===== config.mk =====
export PLATFORM = sky130hd
export DESIGN_NAME = qte_delay
export DESIGN_NICKNAME = d
export VERILOG_FILES = /design/src/hdl/qte_delay.sv
export SDC_FILE = /design/constraint.sdc
export NUM_CORES = 1
export LEC_CHECK = 0
export BUFFER_PORTS_ARGS = -buffer_cell sky130_fd_sc_hd__clkbuf_2
export CAP_MARGIN = 20
export CORE_ASPECT_RATIO = 2
export CORE_UTILIZATION = 30
export CTS_CLUSTER_DIAMETER = 80
export DETAILED_ROUTE_END_ITERATION = 6
export GPL_TIMING_DRIVEN = 0
export PLACE_DENSITY_LB_ADDON = 0.25
export SYNTH_ARGS = -nofsm -noshare
export SYNTH_HDL_FRONTEND = slang
export SYNTH_SLANG_ARGS = --single-unit

===== constraint.sdc =====
create_clock -name clk -period 1 [get_ports clk]
set_input_delay 0.25 -clock clk [delete_from_list [all_inputs] [get_ports clk]]
set_output_delay 0.25 -clock clk [all_outputs]
set_load 0.01 [all_outputs]

===== src/hdl/qte_delay.sv =====
// enabled shift line that keeps side data in step with the pipeline
module qte_delay #(
  parameter int W     = 8,
  parameter int DEPTH = 4
) (
  input  logic         clk,
  input  logic         en,
  input  logic [W-1:0] d_i,
  output logic [W-1:0] d_o
);

  logic [W-1:0] sh_r [DEPTH];

  always_ff @(posedge clk) begin
    if (en) begin
      sh_r[0] <= d_i;
      for (int i = 1; i < DEPTH; i++) begin
        sh_r[i] <= sh_r[i-1];
      end
    end
  end

  assign d_o = sh_r[DEPTH-1];

endmodule


* Yosys cells after proc, flatten, opt, wreduce, memory -nomap -nowiden
Memory sizes are Yosys's and may differ from the RTL's. Index checks and enable logic that the tools add are counted.
Word-level totals: input bits 10, output and inout port bits 8, memory bits (writable) 32, memories kept 1, bits in registers 0, word-level logic and storage cells 3
Memories:
- sh_r | words 4, width 8, read ports 4, clocked after memory_dff 0, wr ports 4, line 12 | logic [W-1:0] sh_r [DEPTH];
Cells by class: multiplexer cells 2
Operators with widths (count):
- 2-to-1 mux 1 bit | 2

* Logic depth before layout (Yosys ltp)
depth in word-level cells 2, depth in mapped cells 0, mapped depth without buffers 0

* Least setup slack after synthesis
No wires, ideal clock.
path kind register -> output, start mem sh_r[3][0], end out d_o[0], required time 0.750 ns, arrival 0.394 ns, cell stages (with the launch flop) 1, slack 0.356 ns, path buffers 0, cell sequence edfxtp_1
RTL lines:
- from (decl) | line 12
- to (decl) | line 9 | output logic [W-1:0] d_o

==> results.cfg <==
[die]
initial_core_util = 0.3189
rows = 28
die_y_um = 82.04
ios = 18
coreArea_mm2 = 0.003013
die_x_um = 42.02
dieArea_mm2 = 0.003447

[clocking]
clk_pin_slew_worst_paths_ns = 0.06
worst_skew_pair.late_latency_ns = 0.27
cts_buffers = 5
cts_tree = built
cts_buffer_depth = 2
clock_sinks = 32
post_cts_buffers = 0
htree_levels = 2
cts_root_buf = clkbuf_8

[yosys]
ys_seq_area_frac = 1.000
syn_area_per_cell_um2 = 30.03
synth_cell_types = 1
syn-cell-area_um2 = 960.9
yosysTopAreaCell = edfxtp_1
yosys_warnings = 0
synth_seq_cells = 32
synth_area_leaders = edfxtp_1
synth_top_area_frac = 1.000
mappedNetlistNets = 42
synthesis.instances = 32

[critical_path]
critPathMaxFanout = 1
worst_setup_path_start_kind = flip-flop
crit_type = flip-flop to output port
crit_required_ns = 0.75
crit_buf_inv = 1
cp_slowest_cell = edfxtp_1
cp_top_family = flip-flops
path_cells = clkbuf_2
arrival_ns = 0.76
slowest_delay_ns = 0.36
critPathCaptureType = output port

[final_layout]
nNetsFinal = 66
largestRegisters = sh_r x32
drive_gt1_frac = 0.3929
area_growth_pct = 20.70
final_core_util = 0.3850
multi_input_cells = 0
regMostFlops = sh_r
antennaDiodeCount = 0
largest_reg_flops = 32
multi_input_area_um2 = 0
fillers = 277

[timing]
finalCritPeriodShare = 1.012
setup_viol = 6
finalClockSkew_ns = 0.003437
worst_slack_ns = -0.01180
slew_viol_final = 0
fmax_ghz = 0.9883
slew_headroom = 0.5060
rsz0062_at_grt = yes
worstMarginPinSlew_ns = 0.7410
timing.final.crit_period_ns = 1.012
whs_ns = 0.1490
hold_violations = 0

[global_routing]
antenna_found_initial = 0
track_usage = 0.06105
grt_overflow = 0
grt_max_degree = 33
grt_pass1_vias = 308
grt_pass1_wl_um = 1297

[detailed_routing]
wl_met3_um = 97
top_layer_used = met4
drt_pass1_iterations = 4
drt_wl_total_um = 846
route.detailed.drc = 0
drt-met1-wl_um = 321
viasPerCell = 4.337
wl_met2_um = 380
vias = 373
drt_iter0_drc = 10
post_drt_wl_per_cell_um = 9.837
antenna_left = 0

[pwr]
vdd_ir_drop_max_uv = 1107
p_leak_nw = 0.4229
powerDensity_mw_per_mm2 = 2166
finalPower_mw = 2.512

[outcome]
status = finished, violations left
violations = negative setup slack

[placement]
place.gp.congestion = 0.5759
io_buffers = 17

[flow_run]
drv_cap = 0

[min_path]
hold_class = primary input to flip-flop
[area by class of cell]
| type | count | area, um2 | area share |
|---|---|---|---|
| clock buffer | 5 | 68.82 | 0.05933 |
| clock inverter | 2 | 7.507 | 0.006473 |
| tap | 30 | 37.54 | 0.03236 |
| sequential | 32 | 960.9 | 0.8285 |
| timing repair buffer | 17 | 85.08 | 0.07336 |
[stage by stage]
stage	setup WS (ns)	cell area (um2)	std cells	setup TNS (ns)
4_1_cts	-0.03694	1160	86	-0.1871
3_5_place_dp	-0.2319	1084	79	-7.392
3_3_place_gp	-0.2022	1084	79	-6.438
6_report	-0.01180	1160	86	-0.03053
5_1_grt	-0.05477	1160	86	-0.3369
2_1_floorplan	0.3562	960.9	32	0
[cells in the mapped netlist, drive strengths merged]
master / number
edfxtp: 32
[layer usage]
metal	track usage	vias to the layer above
li1	-	175
met1	0.04803	170
met2	0.07969	23
met3	0.05934	5
met4	0.06563	0
met5	0	-
[what timing repair did]
action / 4_1_cts / 5_1_grt
hold buffers: 0 / 0
cloned: 0 / 0
setup endpoints to repair: 8 / 8
resized for setup: 0 / 0
[path summary, 6_finish.rpt]
| check | from | endpoint | slack, ns | cells after the start |
|---|---|---|---|---|
| worst max-delay path | sh_r[3][7] | d_o[7] | -0.01 | 1 |
| worst min-delay path | d_i[0] | sh_r[0][0] | 0.15 | 1 |
| worst max register to register | sh_r[2][4] | sh_r[3][4] | 0.37 | 0 |
| worst min register to register | sh_r[1][5] | sh_r[2][5] | 0.42 | 0 |
[power breakdown]
group | switching (mW) | leakage (nW) | internal [mW]
Clock | 0.393 | 0.0391 | 0.457
Combinational | 0.0400 | 0.0706 | 0.0234
Sequential | 0.0172 | 0.313 | 1.58
[layout by cell type (no fill, tap or decap), drive strengths merged]
cell / synthesis / final
clkbuf: 0 / 22
clkinv: 0 / 2
edfxtp: 32 / 32
[cells by family after synthesis]
group / Yosys count / synth area share
DFF: 32 / 1.000
Power figures use the tool's default switching activity.
