`src/hdl/qte_pkg.sv`:
```
// shared types, constants and helpers for the quaternion to euler offset block
package qte_pkg;

  localparam int QW     = 16;  // quaternion component width, Q1.14
  localparam int TW     = 32;  // translation width, Q16.16
  localparam int AW     = 15;  // angle bias width, Q2.12
  localparam int OW     = 16;  // angle result width, Q3.12
  localparam int PW     = 32;  // product width
  localparam int OPW    = 36;  // atan2 operand width
  localparam int CW     = 38;  // cordic x and y width, room for gain
  localparam int ZW     = 36;  // cordic angle accumulator width, scaled 2^30
  localparam int NW     = 62;  // root radicand width
  localparam int SQ_STEPS = NW / 2;
  localparam int RTW    = SQ_STEPS;
  localparam int REMW   = 36;
  localparam int ANGW   = ZW + 1;

  localparam logic signed [OPW-1:0] ONE_Q28     = 36'sd268435456;
  localparam logic signed [ZW-1:0]  PI_Q30      = 36'sd3373259426;
  localparam logic signed [ANGW-1:0] HALF_PI_Q30 = 37'sd1686629713;
  localparam logic signed [ANGW-1:0] ROUND_Q12  = 37'sd131072;

  localparam logic [31:0] ATAN_TAB [32] = '{
    32'h3243F6A8, 32'h1DAC6705, 32'h0FADBAFC, 32'h07F56EA6, 32'h03FEAB76, 32'h01FFD55B,
    32'h00FFFAAA, 32'h007FFF55, 32'h003FFFEA, 32'h001FFFFD, 32'h000FFFFF, 32'h0007FFFF,
    32'h0003FFFF, 32'h0001FFFF, 32'h0000FFFF, 32'h00007FFF, 32'h00003FFF, 32'h00001FFF,
    32'h00000FFF, 32'h000007FF, 32'h000003FF, 32'h000001FF, 32'h000000FF, 32'h0000007F,
    32'h0000003F, 32'h0000001F, 32'h0000000F, 32'h00000008, 32'h00000004, 32'h00000002,
    32'h00000001, 32'h00000000
  };

  typedef enum logic [2:0] {
    REG_OFF_X     = 3'd0,
    REG_OFF_Y     = 3'd1,
    REG_OFF_Z     = 3'd2,
    REG_OFF_ROLL  = 3'd3,
    REG_OFF_PITCH = 3'd4,
    REG_OFF_YAW   = 3'd5
  } reg_idx_t;

  typedef struct packed {
    logic signed [OPW-1:0] y;
    logic signed [OPW-1:0] x;
  } vec_t;

  typedef struct packed {
    logic signed [TW-1:0] x;
    logic signed [TW-1:0] y;
    logic signed [TW-1:0] z;
  } pos_t;

  function automatic logic signed [TW-1:0] sat_add32(input logic signed [TW-1:0] a,
                                                     input logic signed [TW-1:0] b);
    logic signed [TW:0] s;
    s = {a[TW-1], a} + {b[TW-1], b};
    if (s[TW] != s[TW-1]) begin
      sat_add32 = s[TW] ? {1'b1, {(TW-1){1'b0}}} : {1'b0, {(TW-1){1'b1}}};
    end else begin
      sat_add32 = s[TW-1:0];
    end
  endfunction

endpackage

```
`src/hdl/qte_sqrt.sv`:
```
// pipelined integer square root, one result bit per stage
module qte_sqrt (
  input  logic                    clk,
  input  logic                    rst_n,
  input  logic                    en,
  input  logic                    vld_i,
  input  logic [qte_pkg::NW-1:0]  n_i,
  output logic                    vld_o,
  output logic [qte_pkg::RTW-1:0] root_o
);
  import qte_pkg::*;

  logic [REMW-1:0] rem_r  [SQ_STEPS];
  logic [RTW-1:0]  root_r [SQ_STEPS];
  logic [NW-1:0]   n_r    [SQ_STEPS];
  logic            vld_r  [SQ_STEPS];

  for (genvar k = 0; k < SQ_STEPS; k++) begin : g_step
    logic [REMW-1:0] rem_p, rem_sh, trial;
    logic [RTW-1:0]  root_p;
    logic [NW-1:0]   n_p;
    logic            vld_p;

    if (k == 0) begin : g_first
      assign rem_p  = '0;
      assign root_p = '0;
      assign n_p    = n_i;
      assign vld_p  = vld_i;
    end else begin : g_next
      assign rem_p  = rem_r[k-1];
      assign root_p = root_r[k-1];
      assign n_p    = n_r[k-1];
      assign vld_p  = vld_r[k-1];
    end

    assign rem_sh = {rem_p[REMW-3:0], n_p[2*(SQ_STEPS-1-k)+1 -: 2]};
    assign trial  = REMW'({root_p, 2'b01});

    always_ff @(posedge clk) begin
      if (!rst_n) begin
        vld_r[k] <= 1'b0;
      end else if (en) begin
        vld_r[k] <= vld_p;
      end
    end

    always_ff @(posedge clk) begin
      if (en) begin
        n_r[k] <= n_p;
        if (rem_sh >= trial) begin
          rem_r[k]  <= rem_sh - trial;
          root_r[k] <= {root_p[RTW-2:0], 1'b1};
        end else begin
          rem_r[k]  <= rem_sh;
          root_r[k] <= {root_p[RTW-2:0], 1'b0};
        end
      end
    end
  end

  assign vld_o  = vld_r[SQ_STEPS-1];
  assign root_o = root_r[SQ_STEPS-1];

endmodule

```
`config.mk`:
```
export PLATFORM = sky130hd
export DESIGN_NAME = qte_sqrt
export DESIGN_NICKNAME = d
export VERILOG_FILES = /design/src/hdl/qte_pkg.sv /design/src/hdl/qte_sqrt.sv
export SDC_FILE = /design/constraint.sdc
export NUM_CORES = 2
export LEC_CHECK = 0
export BUFFER_PORTS_ARGS = -buffer_cell sky130_fd_sc_hd__buf_2
export CORE_MARGIN = 2
export CORE_UTILIZATION = 50
export CTS_BUF_LIST = sky130_fd_sc_hd__clkbuf_4 sky130_fd_sc_hd__clkbuf_8
export CTS_CLUSTER_DIAMETER = 50
export CTS_CLUSTER_SIZE = 28
export DETAILED_ROUTE_END_ITERATION = 16
export PLACE_DENSITY_LB_ADDON = 0.15
export SYNTH_ARGS = -nofsm -noshare
export SYNTH_HDL_FRONTEND = slang
export SYNTH_SLANG_ARGS = --single-unit
```
`constraint.sdc`:
```
create_clock -name clk -period 6.4 [get_ports clk]
set_input_delay 1.92 -clock clk [delete_from_list [all_inputs] [get_ports clk]]
set_output_delay 1.92 -clock clk [all_outputs]
set_load 0.02 [all_outputs]
```
Yosys cells after proc, flatten, opt, wreduce, memory -nomap -nowiden. Memory sizes are Yosys's and may differ from the RTL's. Index checks and enable logic that the tools add are counted.

Add/subtract/negate cells: 31. Magnitude comparators: 31. Mux-type cells: 284. Bitwise operators: 93.

Operators by type and width (count): $mux W36 (31); $ge A36 B33 Y1 (30); $sub A36 B33 Y36 (30); $mux W31 (31); $mux W1 (222); $or A1 B1 Y1 (93); $sub A2 B1 Y3 const B (1); $ge A2 B1 Y1 const B (1).

Register bits: 0. RAM bits: 4030. Input port bits: 66. Memories: 4.

Memories: n_r (depth 31, bits a word 62, rd ports 30, clocked after Yosys merged registers in 0, wr ports 31, RTL line qte_sqrt.sv:15) `logic [NW-1:0] n_r [SQ_STEPS];`; rem_r (depth 31, bits a word 36, rd ports 30, clocked after Yosys merged registers in 0, wr ports 31, RTL line qte_sqrt.sv:13) `logic [REMW-1:0] rem_r [SQ_STEPS];`; root_r (depth 31, bits a word 31, rd ports 31, clocked after Yosys merged registers in 0, wr ports 31, RTL line qte_sqrt.sv:14) `logic [RTW-1:0] root_r [SQ_STEPS];`; vld_r (depth 31, bits a word 1, rd ports 31, clocked after Yosys merged registers in 0, wr ports 31, RTL line qte_sqrt.sv:16) `logic vld_r [SQ_STEPS];`.

Logic depth before layout (Yosys ltp). An unclocked memory read counts as a cell.

Depth after elaboration: 6. Mapped depth: 15. Gate-level depth less buffers: 13.

Least setup slack after synthesis. Ideal clock, no wire load.

Path type: input port to flip-flop. From: input port en. To: memory rem_r[29][0] (netlist: rem_r[1][468]) (enable). Arrival: 4.711 ns. Data required time: 5.956 ns. Slack: 1.245 ns. Cell stages on the path: 5. Path buffers: 5. Path through: clkbuf_1 clkbuf_1 clkbuf_1 clkbuf_1 clkbuf_1.

RTL lines: start, declared (RTL line qte_sqrt.sv:5) `input logic en,`; end, declared (RTL line qte_sqrt.sv:13).

==> run_results.csv <==
group,metric,value,unit
clocking,cts_hold_buffers,0,
clocking,htreeDepth,5,
critical_path,end_kind,"flop",
floorplan,initial_core_util,0.502,
place,numPortBuffers,97,
global_route,grt.overflow.total,0,
floorplan,die-width,479,um
power,powerDensity,342,nW/um2
timing,maxSlewHeadroom,0.222,
critical_path,worst_ep_arrival_time,5.16,ns
critical_path,path_buf_inv,3,
synthesis,synthCells,8739,
critical_path,cp_top_family,"compound AO/OA/AOI/OAI gates",
place,place_congestion,0.907,
critical_path,rrSetupSlack,2.00,ns
detailed_routing,drt_iter0_drc,5094,
clocking,numCtsBuffers,279,
worst_hold_path,hold_path.class,"flop to flop",
floorplan,dieHeight,479,um
synthesis,ys_ff_latch,2426,
floorplan,rows,174,
synthesis,synth_edf_count,2424,
clocking,cts-root-buf,"clkbuf_8",
timing,setup_viol,0,
timing,fin_tns_setup,0,ns
global_route,grtUsageTotal,0.200,
cells_and_area,fin_area,123000,um2
detailed_routing,vias_per_cell,5.52,
place,placed_area,117000,um2
critical_path,crit_path_start_kind,"flop",
power,ir_drop,0.209,mV
clocking,cts_tree,"built",
synthesis,synth_area,113000,um2
synthesis,ys_seq_area_frac,0.646,
detailed_routing,vias,67437,
cells_and_area,nets,9596,
floorplan,core,224000,um2
timing,tightest_slew,1.17,ns
global_route,antenna_found_initial,3,
critical_path,reg2reg_depth,14,
critical_path,required,7.15,ns
synthesis,synth_ff_type,"edfxtp_1",
detailed_routing,wire_per_inst,19.0,um
critical_path,cp_num_cells,14,
detailed_routing,first_pass_iters,6,
worst_hold_path,worstHoldPathCells,0,
global_route,grt_pass1_vias,66192,
critical_path,path_cells,"inv_1, ha_1, a21oi_1, o21ai_1, nor4_1, o211ai_1, o211ai_1, a22oi_1, a31oi_1, buf_4, inv_1, nand2_1, nor4_1, xor2_1",
timing,fmax,0.227,GHz
run_status,status,"finished clean",
clocking,cts.sinks,2426,
synthesis,async_flop_share,0,
synthesis,yosysWarnings,0,
place,dp_hpwl,166,mm
synthesis,synth.distinct_cells,88,
critical_path,critical_path_class,"flop to flop",
timing,timing.final.crit_share,0.688,
clocking,cts_setup_buffers,0,
critical_path,slowest_delay,0.77,ns
detailed_routing,wirelength,232,mm
timing,drv_slew,0,
global_route,grt_pass1_wl,366,mm
floorplan,io_pins,98,
detailed_routing,ant_nets,0,
floorplan,dieArea,229000,um2
critical_path,critical-path-slowest-cell,"inv_1",
cells_and_area,drive_gt1_frac,0.0843,
timing,hold_viol_final,0,
timing,fin_skew,0.0724,ns
timing,rsz0062_at_grt,"false",
global_route,grt_max_degree,173,
detailed_routing,drc_errors,0,
cells_and_area,layout_common_cells,"edfxtp_1, nand2_1, inv_1",
clocking,post_cts_resized,0,
clocking,clock_latency,1.05,ns
run,drv_cap,0,
cells_and_area,mostFrequentLayoutCell,"edfxtp_1",
timing,period_minus_slack,4.40,ns
cells_and_area,areaGrowthSynthToFinish,9.34,%
synthesis,synth_nets,9335,
synthesis,synth_area_per_cell,12.9,um2
timing,whs,0.380,ns
critical_path,critPathMaxFanout,32,
power,leakagePower,46.5,nW
clocking,cts_buffer_depth,4,
clocking,cts.reportedPaths.clkPinSlew,0.09,ns
==> synthesized netlist by cell type (48+ instances only) <==
library cell / count / area (um2)
or4_1: 51 / 383
inv_1: 691 / 2590
nand2_1: 695 / 2610
a21o_1: 228 / 1710
nor4_1: 121 / 757
nand3_1: 158 / 791
nand2b_1: 118 / 738
o21a_1: 97 / 728
edfxtp_1: 2424 / 72800
ha_1: 530 / 6630
o21ai_0: 543 / 2720
a31oi_1: 51 / 319
and3_1: 62 / 388
xor2_1: 417 / 3650
a21oi_1: 442 / 2210
nand4_1: 83 / 519
or3_1: 91 / 569
o21bai_1: 51 / 383
xnor2_1: 391 / 3420
nor2_1: 426 / 1600
mux2_2: 48 / 541
nor2b_1: 73 / 457
nor3_1: 244 / 1220
clkbuf_1: 170 / 638
==> stage by stage <==
step | utilization | instances | worst slack [ns] | total power [mW]
global route | 0.549 | 12207 | 1.64 | 44.5
detailed placement | 0.521 | 11711 | 1.34 | 30.7
CTS | 0.549 | 12200 | 1.98 | 42.7
finish | 0.549 | 12207 | 2.00 | 42.2
floorplan | - | 8739 | 1.24 | 27.9
global placement | 0.521 | 11711 | 1.45 | 30.6
==> per-layer routing <==
layer | global-route usage | wire, um | up-vias
met3 | 0.0267 | 8900 | 515
li1 | - | - | 32765
met1 | 0.258 | 100000 | 32760
met4 | 0.0733 | 8300 | 0
met2 | 0.346 | 115000 | 1397
met5 | 0 | 0 | -
==> sequential cells by signal, indices dropped and copies added, names as in the netlist <==
| signal | count |
|---|---|
| rem_r | 969 |
| n_r | 930 |
| root_r | 496 |
| vld_r | 31 |
==> logic make-up after synthesis <==
kind of cell,count (synthesis),synth area share
AO/OA/AOI/OAI,1712,0.0935
XOR/XNOR,808,0.0628
adder cells (fa/ha/maj),530,0.0589
buffers and inverters,878,0.0295
flip-flops,2426,0.646
multiplexers,54,0.00534
AND/OR/NAND/NOR,2331,0.104
==> power breakdown <==
| part | leakage (nW) | switching [mW] | internal [mW] |
|---|---|---|---|
| logic | 20.0 | 5.15 | 3.67 |
| clock network | 3.09 | 6.39 | 5.37 |
| registers | 23.4 | 1.49 | 20.1 |
==> cell type report <==
cell class | instances | area, um2
tap | 2992 | 3740
clock buffer | 289 | 3950
sequential | 2426 | 72800
clock inverter | 200 | 2340
inverter | 691 | 2590
timing repair buffer | 167 | 1140
antenna | 7 | 17.5
multi-input combinational | 5435 | 36600
fill | 18570 | 101000
==> worst paths after layout <==
path | from | to
hold reg to reg | n_r[0][68] | n_r[0][130]
hold / removal | n_r[0][68] | n_r[0][130]
setup reg to reg | root_r[1][96] | rem_r[1][170]
setup / recovery | root_r[1][96] | rem_r[1][170]
(Power assumes the default switching activity.)
